`src/rtl/core/dqc_pkg.sv`:
```
package dqc_pkg;

   localparam int WORD_W        = 32;
   localparam int OCC_W         = 5;
   localparam int DEPTH_DEFAULT = 16;

   typedef enum logic [2:0] {
      OP_PUSH_FRONT = 3'd0,
      OP_PUSH_REAR  = 3'd1,
      OP_POP_FRONT  = 3'd2,
      OP_POP_REAR   = 3'd3,
      OP_DUMP       = 3'd4
   } op_type;

   localparam logic [1:0] STAT_OK    = 2'd0;
   localparam logic [1:0] STAT_EMPTY = 2'd1;
   localparam logic [1:0] STAT_FULL  = 2'd2;

   typedef enum logic {
      S_IDLE,
      S_DUMP
   } state_type;

   typedef struct packed {
      logic [2:0]               op;
      logic signed [WORD_W-1:0] value_in;
   } req_type;

   typedef struct packed {
      logic [1:0]               status;
      logic signed [WORD_W-1:0] value_out;
      logic                     last_of_run;
      logic [OCC_W-1:0]         occupancy;
   } rsp_type;

   typedef struct packed {
      logic shift_right;
      logic shift_left;
      logic write_pos;
      logic rotate;
   } cell_cmd_type;

endpackage

```
`src/rtl/core/dqc_cell.sv`:
```
module dqc_cell #(
   parameter int DEPTH = 16,
   parameter int IDX   = 0
) (
   input  logic                             clock,
   input  dqc_pkg::cell_cmd_type            cmd,
   input  logic [$clog2(DEPTH+1)-1:0]       pos,
   input  logic [dqc_pkg::WORD_W-1:0]       value,
   input  logic [dqc_pkg::WORD_W-1:0]       prev_data,
   input  logic [dqc_pkg::WORD_W-1:0]       next_data,
   input  logic [dqc_pkg::WORD_W-1:0]       head_data,
   output logic [dqc_pkg::WORD_W-1:0]       data_out
);
   import dqc_pkg::*;

   localparam int CW = $clog2(DEPTH+1);

   logic [WORD_W-1:0] data_ff;
   logic [WORD_W-1:0] data_in;
   logic              hit;

   assign hit = (pos == CW'(IDX));

   always_comb begin
      data_in = data_ff;
      if (cmd.shift_right) begin
         data_in = prev_data;
      end else if (cmd.shift_left) begin
         data_in = next_data;
      end else if (cmd.write_pos) begin
         if (hit) begin
            data_in = value;
         end
      end else if (cmd.rotate) begin
         data_in = hit ? head_data : next_data;
      end
   end

   always_ff @(posedge clock) begin
      data_ff <= data_in;
   end

   assign data_out = data_ff;

endmodule

```
`src/rtl/core/dqc_chain.sv`:
```
module dqc_chain #(
   parameter int DEPTH = 16
) (
   input  logic                             clock,
   input  dqc_pkg::cell_cmd_type            cmd,
   input  logic [$clog2(DEPTH+1)-1:0]       pos,
   input  logic [dqc_pkg::WORD_W-1:0]       value,
   output logic [dqc_pkg::WORD_W-1:0]       head
);
   import dqc_pkg::*;

   logic [WORD_W-1:0] data [DEPTH];

   for (genvar i = 0; i < DEPTH; i++) begin : g_cell
      logic [WORD_W-1:0] prev_w;
      logic [WORD_W-1:0] next_w;

      if (i == 0) begin : g_first
         assign prev_w = value;
      end else begin : g_mid_prev
         assign prev_w = data[i-1];
      end

      if (i == DEPTH-1) begin : g_last
         assign next_w = data[i];
      end else begin : g_mid_next
         assign next_w = data[i+1];
      end

      dqc_cell #(
         .DEPTH (DEPTH),
         .IDX   (i)
      ) u_cell (
         .clock     (clock),
         .cmd       (cmd),
         .pos       (pos),
         .value     (value),
         .prev_data (prev_w),
         .next_data (next_w),
         .head_data (data[0]),
         .data_out  (data[i])
      );
   end

   assign head = data[0];

endmodule

```
`src/rtl/core/double_ended_queue_top.sv`:
```
// Push, pop: result registered for the next cycle; one item per cycle unless stalled.
// Dump of n words: n beats, one per cycle if not stalled; input held off until the last.
// Two cell rows hold the words front-first and rear-first; dump rotates the front row.
// Reset clears the fill count, the state and the result valid; the cell rows are not
// cleared, since a word is only read after it was written.
module double_ended_queue_top #(
   parameter int DEPTH = dqc_pkg::DEPTH_DEFAULT
) (
   input  logic             clock,
   input  logic             reset,
   input  logic             req_valid,
   output logic             req_ready,
   input  dqc_pkg::req_type req_data,
   output logic             rsp_valid,
   input  logic             rsp_ready,
   output dqc_pkg::rsp_type rsp_data
);
   import dqc_pkg::*;

   localparam int CW = $clog2(DEPTH+1);

   state_type    state_ff;
   state_type    state_in;
   logic [CW-1:0] count_ff;
   logic [CW-1:0] count_in;
   logic [CW-1:0] dump_left_ff;
   logic [CW-1:0] dump_left_in;
   logic          rsp_valid_ff;
   rsp_type       rsp_data_ff;
   rsp_type       rsp_data_in;
   logic          load;

   cell_cmd_type      fcmd;
   cell_cmd_type      rcmd;
   logic [CW-1:0]     fpos;
   logic [CW-1:0]     rpos;
   logic [WORD_W-1:0] front_head;
   logic [WORD_W-1:0] rear_head;

   logic out_free;
   logic accept;
   logic full;
   logic empty;

   assign out_free  = !rsp_valid_ff || rsp_ready;
   assign req_ready = (state_ff == S_IDLE) && out_free;
   assign accept    = req_valid && req_ready;
   assign full      = (count_ff == CW'(DEPTH));
   assign empty     = (count_ff == '0);

   dqc_chain #(.DEPTH(DEPTH)) u_front (
      .clock (clock),
      .cmd   (fcmd),
      .pos   (fpos),
      .value (req_data.value_in),
      .head  (front_head)
   );

   dqc_chain #(.DEPTH(DEPTH)) u_rear (
      .clock (clock),
      .cmd   (rcmd),
      .pos   (rpos),
      .value (req_data.value_in),
      .head  (rear_head)
   );

   always_comb begin
      state_in = state_ff;
      case (state_ff)
         S_IDLE: begin
            if (accept && (req_data.op == OP_DUMP) && !empty && (count_ff != CW'(1))) begin
               state_in = S_DUMP;
            end
         end
         S_DUMP: begin
            if (out_free && (dump_left_ff == CW'(1))) begin
               state_in = S_IDLE;
            end
         end
         default: state_in = S_IDLE;
      endcase
   end

   always_comb begin
      fcmd         = '0;
      rcmd         = '0;
      fpos         = count_ff;
      rpos         = count_ff;
      count_in     = count_ff;
      dump_left_in = dump_left_ff;
      load         = 1'b0;
      rsp_data_in             = '0;
      rsp_data_in.status      = STAT_OK;
      rsp_data_in.last_of_run = 1'b1;
      rsp_data_in.occupancy   = OCC_W'(count_ff);
      case (state_ff)
         S_IDLE: begin
            if (accept) begin
               load = 1'b1;
               case (req_data.op)
                  OP_PUSH_FRONT: begin
                     if (full) begin
                        rsp_data_in.status = STAT_FULL;
                     end else begin
                        fcmd.shift_right = 1'b1;
                        rcmd.write_pos   = 1'b1;
                        count_in         = count_ff + CW'(1);
                        rsp_data_in.occupancy = OCC_W'(count_ff + CW'(1));
                     end
                  end
                  OP_PUSH_REAR: begin
                     if (full) begin
                        rsp_data_in.status = STAT_FULL;
                     end else begin
                        fcmd.write_pos   = 1'b1;
                        rcmd.shift_right = 1'b1;
                        count_in         = count_ff + CW'(1);
                        rsp_data_in.occupancy = OCC_W'(count_ff + CW'(1));
                     end
                  end
                  OP_POP_FRONT: begin
                     if (empty) begin
                        rsp_data_in.status = STAT_EMPTY;
                     end else begin
                        fcmd.shift_left       = 1'b1;
                        count_in              = count_ff - CW'(1);
                        rsp_data_in.value_out = front_head;
                        rsp_data_in.occupancy = OCC_W'(count_ff - CW'(1));
                     end
                  end
                  OP_POP_REAR: begin
                     if (empty) begin
                        rsp_data_in.status = STAT_EMPTY;
                     end else begin
                        rcmd.shift_left       = 1'b1;
                        count_in              = count_ff - CW'(1);
                        rsp_data_in.value_out = rear_head;
                        rsp_data_in.occupancy = OCC_W'(count_ff - CW'(1));
                     end
                  end
                  OP_DUMP: begin
                     if (empty) begin
                        rsp_data_in.status = STAT_EMPTY;
                     end else begin
                        fcmd.rotate             = 1'b1;
                        fpos                    = count_ff - CW'(1);
                        dump_left_in            = count_ff - CW'(1);
                        rsp_data_in.value_out   = front_head;
                        rsp_data_in.last_of_run = (count_ff == CW'(1));
                     end
                  end
                  default: ;
               endcase
            end
         end
         S_DUMP: begin
            if (out_free) begin
               load                    = 1'b1;
               fcmd.rotate             = 1'b1;
               fpos                    = count_ff - CW'(1);
               dump_left_in            = dump_left_ff - CW'(1);
               rsp_data_in.value_out   = front_head;
               rsp_data_in.last_of_run = (dump_left_ff == CW'(1));
            end
         end
         default: ;
      endcase
   end

   always_ff @(posedge clock) begin
      if (reset) begin
         state_ff     <= S_IDLE;
         count_ff     <= '0;
         dump_left_ff <= '0;
         rsp_valid_ff <= 1'b0;
      end else begin
         state_ff     <= state_in;
         count_ff     <= count_in;
         dump_left_ff <= dump_left_in;
         if (load) begin
            rsp_valid_ff <= 1'b1;
         end else if (rsp_ready) begin
            rsp_valid_ff <= 1'b0;
         end
      end
   end

   always_ff @(posedge clock) begin
      if (load) begin
         rsp_data_ff <= rsp_data_in;
      end
   end

   assign rsp_valid = rsp_valid_ff;
   assign rsp_data  = rsp_data_ff;

endmodule
```
`config.mk`:
```
export PLATFORM = sky130hd
export DESIGN_NAME = double_ended_queue_top
export DESIGN_NICKNAME = d
export VERILOG_FILES = /design/src/rtl/core/dqc_pkg.sv /design/src/rtl/core/dqc_cell.sv /design/src/rtl/core/dqc_chain.sv /design/src/rtl/core/double_ended_queue_top.sv
export SDC_FILE = /design/constraint.sdc
export NUM_CORES = 2
export LEC_CHECK = 0
export BUFFER_PORTS_ARGS = -buffer_cell sky130_fd_sc_hd__buf_2
export CAP_MARGIN = 40
export CELL_PAD_IN_SITES_DETAIL_PLACEMENT = 1
export CELL_PAD_IN_SITES_GLOBAL_PLACEMENT = 2
export CORE_MARGIN = 5
export CORE_UTILIZATION = 43
export DETAILED_ROUTE_END_ITERATION = 10
export PLACE_DENSITY = 0.78
export SYNTH_ARGS = -nofsm -noshare
export SYNTH_HDL_FRONTEND = slang
export SYNTH_SLANG_ARGS = --single-unit
```
`constraint.sdc`:
```
create_clock -name clock -period 5.8 [get_ports clock]
set_input_delay 0.29 -clock clock [delete_from_list [all_inputs] [get_ports clock]]
set_output_delay 0.29 -clock clock [all_outputs]
set_load 0.02 [all_outputs]
```
# Word-level counts from Yosys, hierarchy flattened
# Cells that the tools add are included.
# classes
addsub	3
eq_ne	59
n_mux	204
bitwise	2
n_reduce_logical	72
# op_table
op	n
$mux 32	162
$pmux 32 s3	1
$eq 5x4->1 const B	16
$mux 33	2
$pmux 33 s2	1
$ne 4x1->1 const B	15
$reduce_and 2->1	30
$reduce_bool 3->1	17
$mux 5	10
$eq 5x3->1 const B	8
$mux 38	1
$pmux 5 s2	3
$eq 5x2->1 const B	4
$eq 5x1->1 const B	3
$mux 1	15
$logic_not 5->1	2
$sub 5x1->5 const B	2
$mux 3	3
$reduce_and 3->1	3
$ne 2x1->1 const B	4
$reduce_bool 2->1	4
$eq 3x2->1 const B	2
$logic_and 1x1->1	6
$pmux 1 s2	3
18 further kinds	23
# totals
regBits	1076
in_bits	39
output_inout_bits	42
elab_cells	380

# Longest topological paths before layout
# logic_depth
word_depth	12
ltp_mapped	14
depth_no_buf	9

# By module
# From an unflattened synthesis, not the netlist that was laid out.
# unflattened
hier_cells	7836
area_unflattened_um2	80019.2
# modules_own_cells
module	instances	cells_per_inst	area_per_inst_um2	seq_area_each_um2
dqc_cell (u_front.g_cell[10].u_cell ...)	12	238	2341.0	960.9
dqc_cell (u_front.g_cell[11].u_cell ...)	8	237	2551.2	960.9
dqc_cell (u_front.g_cell[1].u_cell ...)	8	237	2364.8	960.9
dqc_cell (u_front.g_cell[15].u_cell ...)	2	234	2549.9	960.9
dqc_cell (u_front.g_cell[0].u_cell ...)	2	237	2351.0	960.9
double_ended_queue_top	1	246	2797.7	1441.4

# Worst setup path after synthesis
# No wires, ideal clock.
# synth_timing
path_type	register -> register
start	reg count_ff[0]
end	reg u_front.g_cell[15].u_cell.data_ff[0] (enable)
setup_time_ns	0.466
arrival_time_ns	4.613
required_ns	5.334
setup_slack_ns	0.722
path_stages_with_launch	12
path_buffers	4
period_less_slack_ns	5.078
cell_sequence	dfxtp_1 inv_1 ha_1 buf_2 and4bb_2 nor3_2 and2_1 buf_2 clkbuf_1 clkbuf_1 o21ai_0 o21ai_0
# synth_between
elab_chain_len	8
elab_cells_between_ends	22
cone_classes	add/sub: 1; eq/ne: 3; mux: 14; reduce/logical: 4
# synth_rtl
element	line	rtl
from (decl)	double_ended_queue_top.sv:24	logic [CW-1:0] count_ff;
from (signal assigned)	double_ended_queue_top.sv:178	count_ff <= count_in;
$sub 5x1->5 / $logic_not 5->1 (equally long branches)	double_ended_queue_top.sv:146, double_ended_queue_top.sv:160, double_ended_queue_top.sv:49	
$mux 5	--	
$mux 5	double_ended_queue_top.sv:100	case (req_data.op)
$mux 5	double_ended_queue_top.sv:98	if (accept) begin
$pmux 5 s2	double_ended_queue_top.sv:96	case (state_ff)
$eq 5x4->1	dqc_cell.sv:22	assign hit = (pos == CW'(IDX));
$reduce_bool 2->1 (no line)	--	
$reduce_and 3->1 (no line) (*)	--	
to (signal assigned)	dqc_cell.sv:40	data_ff <= data_in;
to (decl)	dqc_cell.sv:18	logic [WORD_W-1:0] data_ff;
# Mark *: on every way between the ends. The rest lies on a longest branch, timed or not.
# A chain may end at the register's enable or synchronous reset.

# Final worst setup path
# layout_timing
start	reg count_ff[0]
end	reg u_front.g_cell[0].u_cell.data_ff[14] (enable)
# layout_between
elab_chain_len	8
elab_cells_between_ends	22
cone_classes	add/sub: 1; eq/ne: 3; mux: 14; reduce/logical: 4
# layout_rtl
element	line
$sub 5x1->5 / $logic_not 5->1 (equally long branches)	double_ended_queue_top.sv:146, double_ended_queue_top.sv:160, double_ended_queue_top.sv:49
$mux 5	--
$mux 5	double_ended_queue_top.sv:100
$mux 5	double_ended_queue_top.sv:98
$pmux 5 s2	double_ended_queue_top.sv:96
$logic_not 5->1	dqc_cell.sv:22
$ne 4x1->1 (no line) / $ne 4x4->1 (equally long branches)	--
$reduce_and 3->1 (no line) (*)	--
to (signal assigned)	dqc_cell.sv:40
to (decl)	dqc_cell.sv:18
# Marked as above.

==> results.yml <==
logic_synthesis:
  yosysTopAreaCellShare_pct: 62.3
  avgSynthCellArea_um2: 10.7
  syn-instance-count: 4783
  synth_compound_area_share_pct: 18.3
  yosysTopAreaCell: "edfxtp_1"
  synth_edf_count: 1064
  synthMuxAreaShare_pct: 0.683
  synth_xor_xnor_area_share_pct: 0.102
  syn_nets: 4830
  yosysWarnings: 0
  syn_area_um2: 51300
  synth-simple-area-share_pct: 13.6
  synth_flop_cell: "edfxtp_1"
  synthAdderAreaFrac_pct: 0.195
  synth-async-reset-ratio_pct: 0
  synth_top_family_by_area: "compound AO/OA/AOI/OAI gates"
  synth_area_leaders: "edfxtp_1 62%, nor2_1 8.3%, o22ai_1 5.5%, nand2_1 3.8%, a221oi_1 3.2%"
  yosysSeqAreaShare_pct: 62.7
  netlist-cell-type-count: 65
  ys_ff_latch: 1076
floorplanning:
  io_pins: 81
  die_area_um2: 126000
  die_x_um: 355
  start_util_pct: 43.4
  num_rows: 126
  die_h_um: 355
  core-area_um2: 118000
power:
  power_mw: 19.2
  max-vdd-ir-drop_mv: 0.305
  p_leak_nw: 19.8
  power_density_nw_per_um2: 334
timing:
  max_freq_ghz: 0.211
  fin_crit_sh_pct: 81.6
  slew_viol_final: 0
  worst_slew_pin_slew_ns: 1.24
  rsz0062_at_grt: "false"
  maxSlewHeadroom_pct: 17.5
  layout_setup_ws_ns: 1.07
  skew_ns: 0.0344
  setup_viol: 0
  finalHoldViolCount: 0
  fin_crit_ns: 4.73
  tns_ns: 0
grt:
  grt_pass1_wl_mm: 270
  grt.total_usage_pct: 28.1
  grt_max_degree: 225
  grt_overflow_total: 0
  grt_pass1_vias: 40600
  antenna_found_initial: 10
setup_path:
  path_class: "flop to flop"
  critPathMaxFanout: 33
  crit_path_start_kind: "flop"
  cp.required_ns: 6.26
  endpoint_kind: "flop"
  cp.arrival_ns: 5.19
cells_and_area:
  multiInputGateArea_um2: 17300
  area_growth_pct: 11.9
  layout_common_cells: "1,123 x nor2_1, 1,064 x edfxtp_1, 514 x nand2_1"
  layout-drive-gt1-share_pct: 10.7
  layout_commonest_cell: "nor2_1"
  nets: 4722
  final_core_util_pct: 48.6
  seqCellArea_um2: 32200
  finalNonFillerCells: 6314
  n_fill_cell: 12600
run:
  drv_cap: 0
place:
  gp_congestion: 0.809
  pre_cts_ws_ns: 1.03
  dp.cells: 6084
  portBuffers: 80
  dpl.hpwl_mm: 108
clocking:
  clk_pin_slew_worst_paths_ns: 0.06
  clock_sinks: 1076
  h-tree-depth: 3
  clock_path_buffers: 3
  cts_root_buffer: "clkbuf_16"
  cts_buffers: 120
  clock_latency_ns: 0.73
  cts_tree: "built"
  cts_setup_buffers: 0
min_path:
  hp-class: "primary input to flop"
detailed_routing:
  vias_per_cell: 6.44
  first_pass_iters: 5
  top_layer: "met5"
  dr_wl_met3_mm: 12.0
  wl_mm: 184
  drt.antenna.violating_nets: 0
  wl_per_cell_um: 29.1
  wl_met2_mm: 87.2
  m1WireLength_mm: 79.2
  initialDrtViolationCount: 4731
  drcViolationCount: 0
  vias: 40600
run_status:
  status: "finished clean"
[routing by layer]
layer | vias to the layer above | global-route usage (%)
met4 | 2 | 8.16
met5 | - | 0
li1 | 17700 | -
met2 | 1627 | 46.3
met3 | 302 | 3.50
met1 | 21000 | 39.3
[power by group]
group | internal (mW) | switching, mW | total [mW]
logic | 0.627 | 1.54 | 2.16
clock network | 4.34 | 3.26 | 7.60
registers | 9.13 | 0.271 | 9.40
[Yosys cell counts, types with 4 or more instances]
master / count
nor2_1: 1137
edfxtp_1: 1064
nand2_1: 518
o22ai_1: 452
clkbuf_1: 323
a21oi_1: 226
a31oi_1: 197
a221oi_1: 190
buf_2: 122
o21ai_0: 50
and2_1: 47
inv_1: 41
mux2i_1: 35
o211ai_1: 35
a22o_1: 34
a22oi_1: 32
o21a_1: 32
o221ai_1: 31
a221oi_2: 27
buf_4: 21
nand3_1: 14
a211oi_1: 13
a21o_1: 12
dfxtp_1: 12
a32oi_1: 8
and3_1: 8
ha_1: 8
nor2b_1: 8
buf_1: 7
a31oi_2: 6
a311oi_1: 5
buf_6: 5
nor3_1: 5
a31o_2: 4
nor3b_1: 4
xnor2_1: 4
[cell type report]
cell class | count | share of cell area, %
Multi-Input combinational cell | 3186 | 30.1
Antenna cell | 2 | 0.00872
Timing Repair Buffer | 248 | 3.48
Tap cell | 1536 | 3.35
Clock inverter | 69 | 1.13
Clock buffer | 154 | 5.54
Sequential cell | 1076 | 56.1
Inverter | 43 | 0.281
[path summary, 6_finish.rpt]
path                                      start                               endpoint  slack (ns)  depth (start not counted)
worst max register to register      count_ff[0]  u_front.g_cell[0].u_cell.data_out[14]        1.07                         11
worst max-delay path                count_ff[0]  u_front.g_cell[0].u_cell.data_out[14]        1.07                         11
worst min register to register  dump_left_ff[1]                        dump_left_ff[1]        0.49                          2
worst min-delay path               req_data[22]  u_rear.g_cell[15].u_cell.data_out[22]        0.05                          3
[critical path: stages (launching register included)]
cell       delay, ns
dfxtp_1         0.40
inv_1           0.22
ha_1            0.38
nor4b_4         0.50
nor4_2          0.12
a221oi_2        0.39
a2bb2oi_2       0.67
and2_2          0.30
buf_4           0.56
a21o_1          0.26
a31oi_4         0.30
buf_4           0.37
[timing repair]
action | CTS | global route
hold buffers | 5 | 0
gates resized for setup | 0 | 0
hold endpoints to repair | 16 | 0
[state kept, by name, summed over array words and instances (netlist names)]
signal / flops
u_front.g_cell.u_cell.data_out: 512
u_rear.g_cell.u_cell.data_out: 512
rsp_data: 40
count_ff: 5
dump_left_ff: 5
rsp_valid: 1
state_ff: 1
[through the flow]
step	hold slack [ns]	cell area [µm²]
detailed placement	0.487	53500
floorplan	0.362	51300
CTS	0.000173	57400
finish	0.0496	57400
global placement	0.462	53000
global route	0.0268	57400
[logic make-up after synthesis]
group	Yosys count
mux	35
buf+inv	521
simple gates	1769
compound gates	1368
flops	1076
fa+ha+maj	8
xor+xnor	6
No activity file was read; power rests on OpenSTA's default activity.
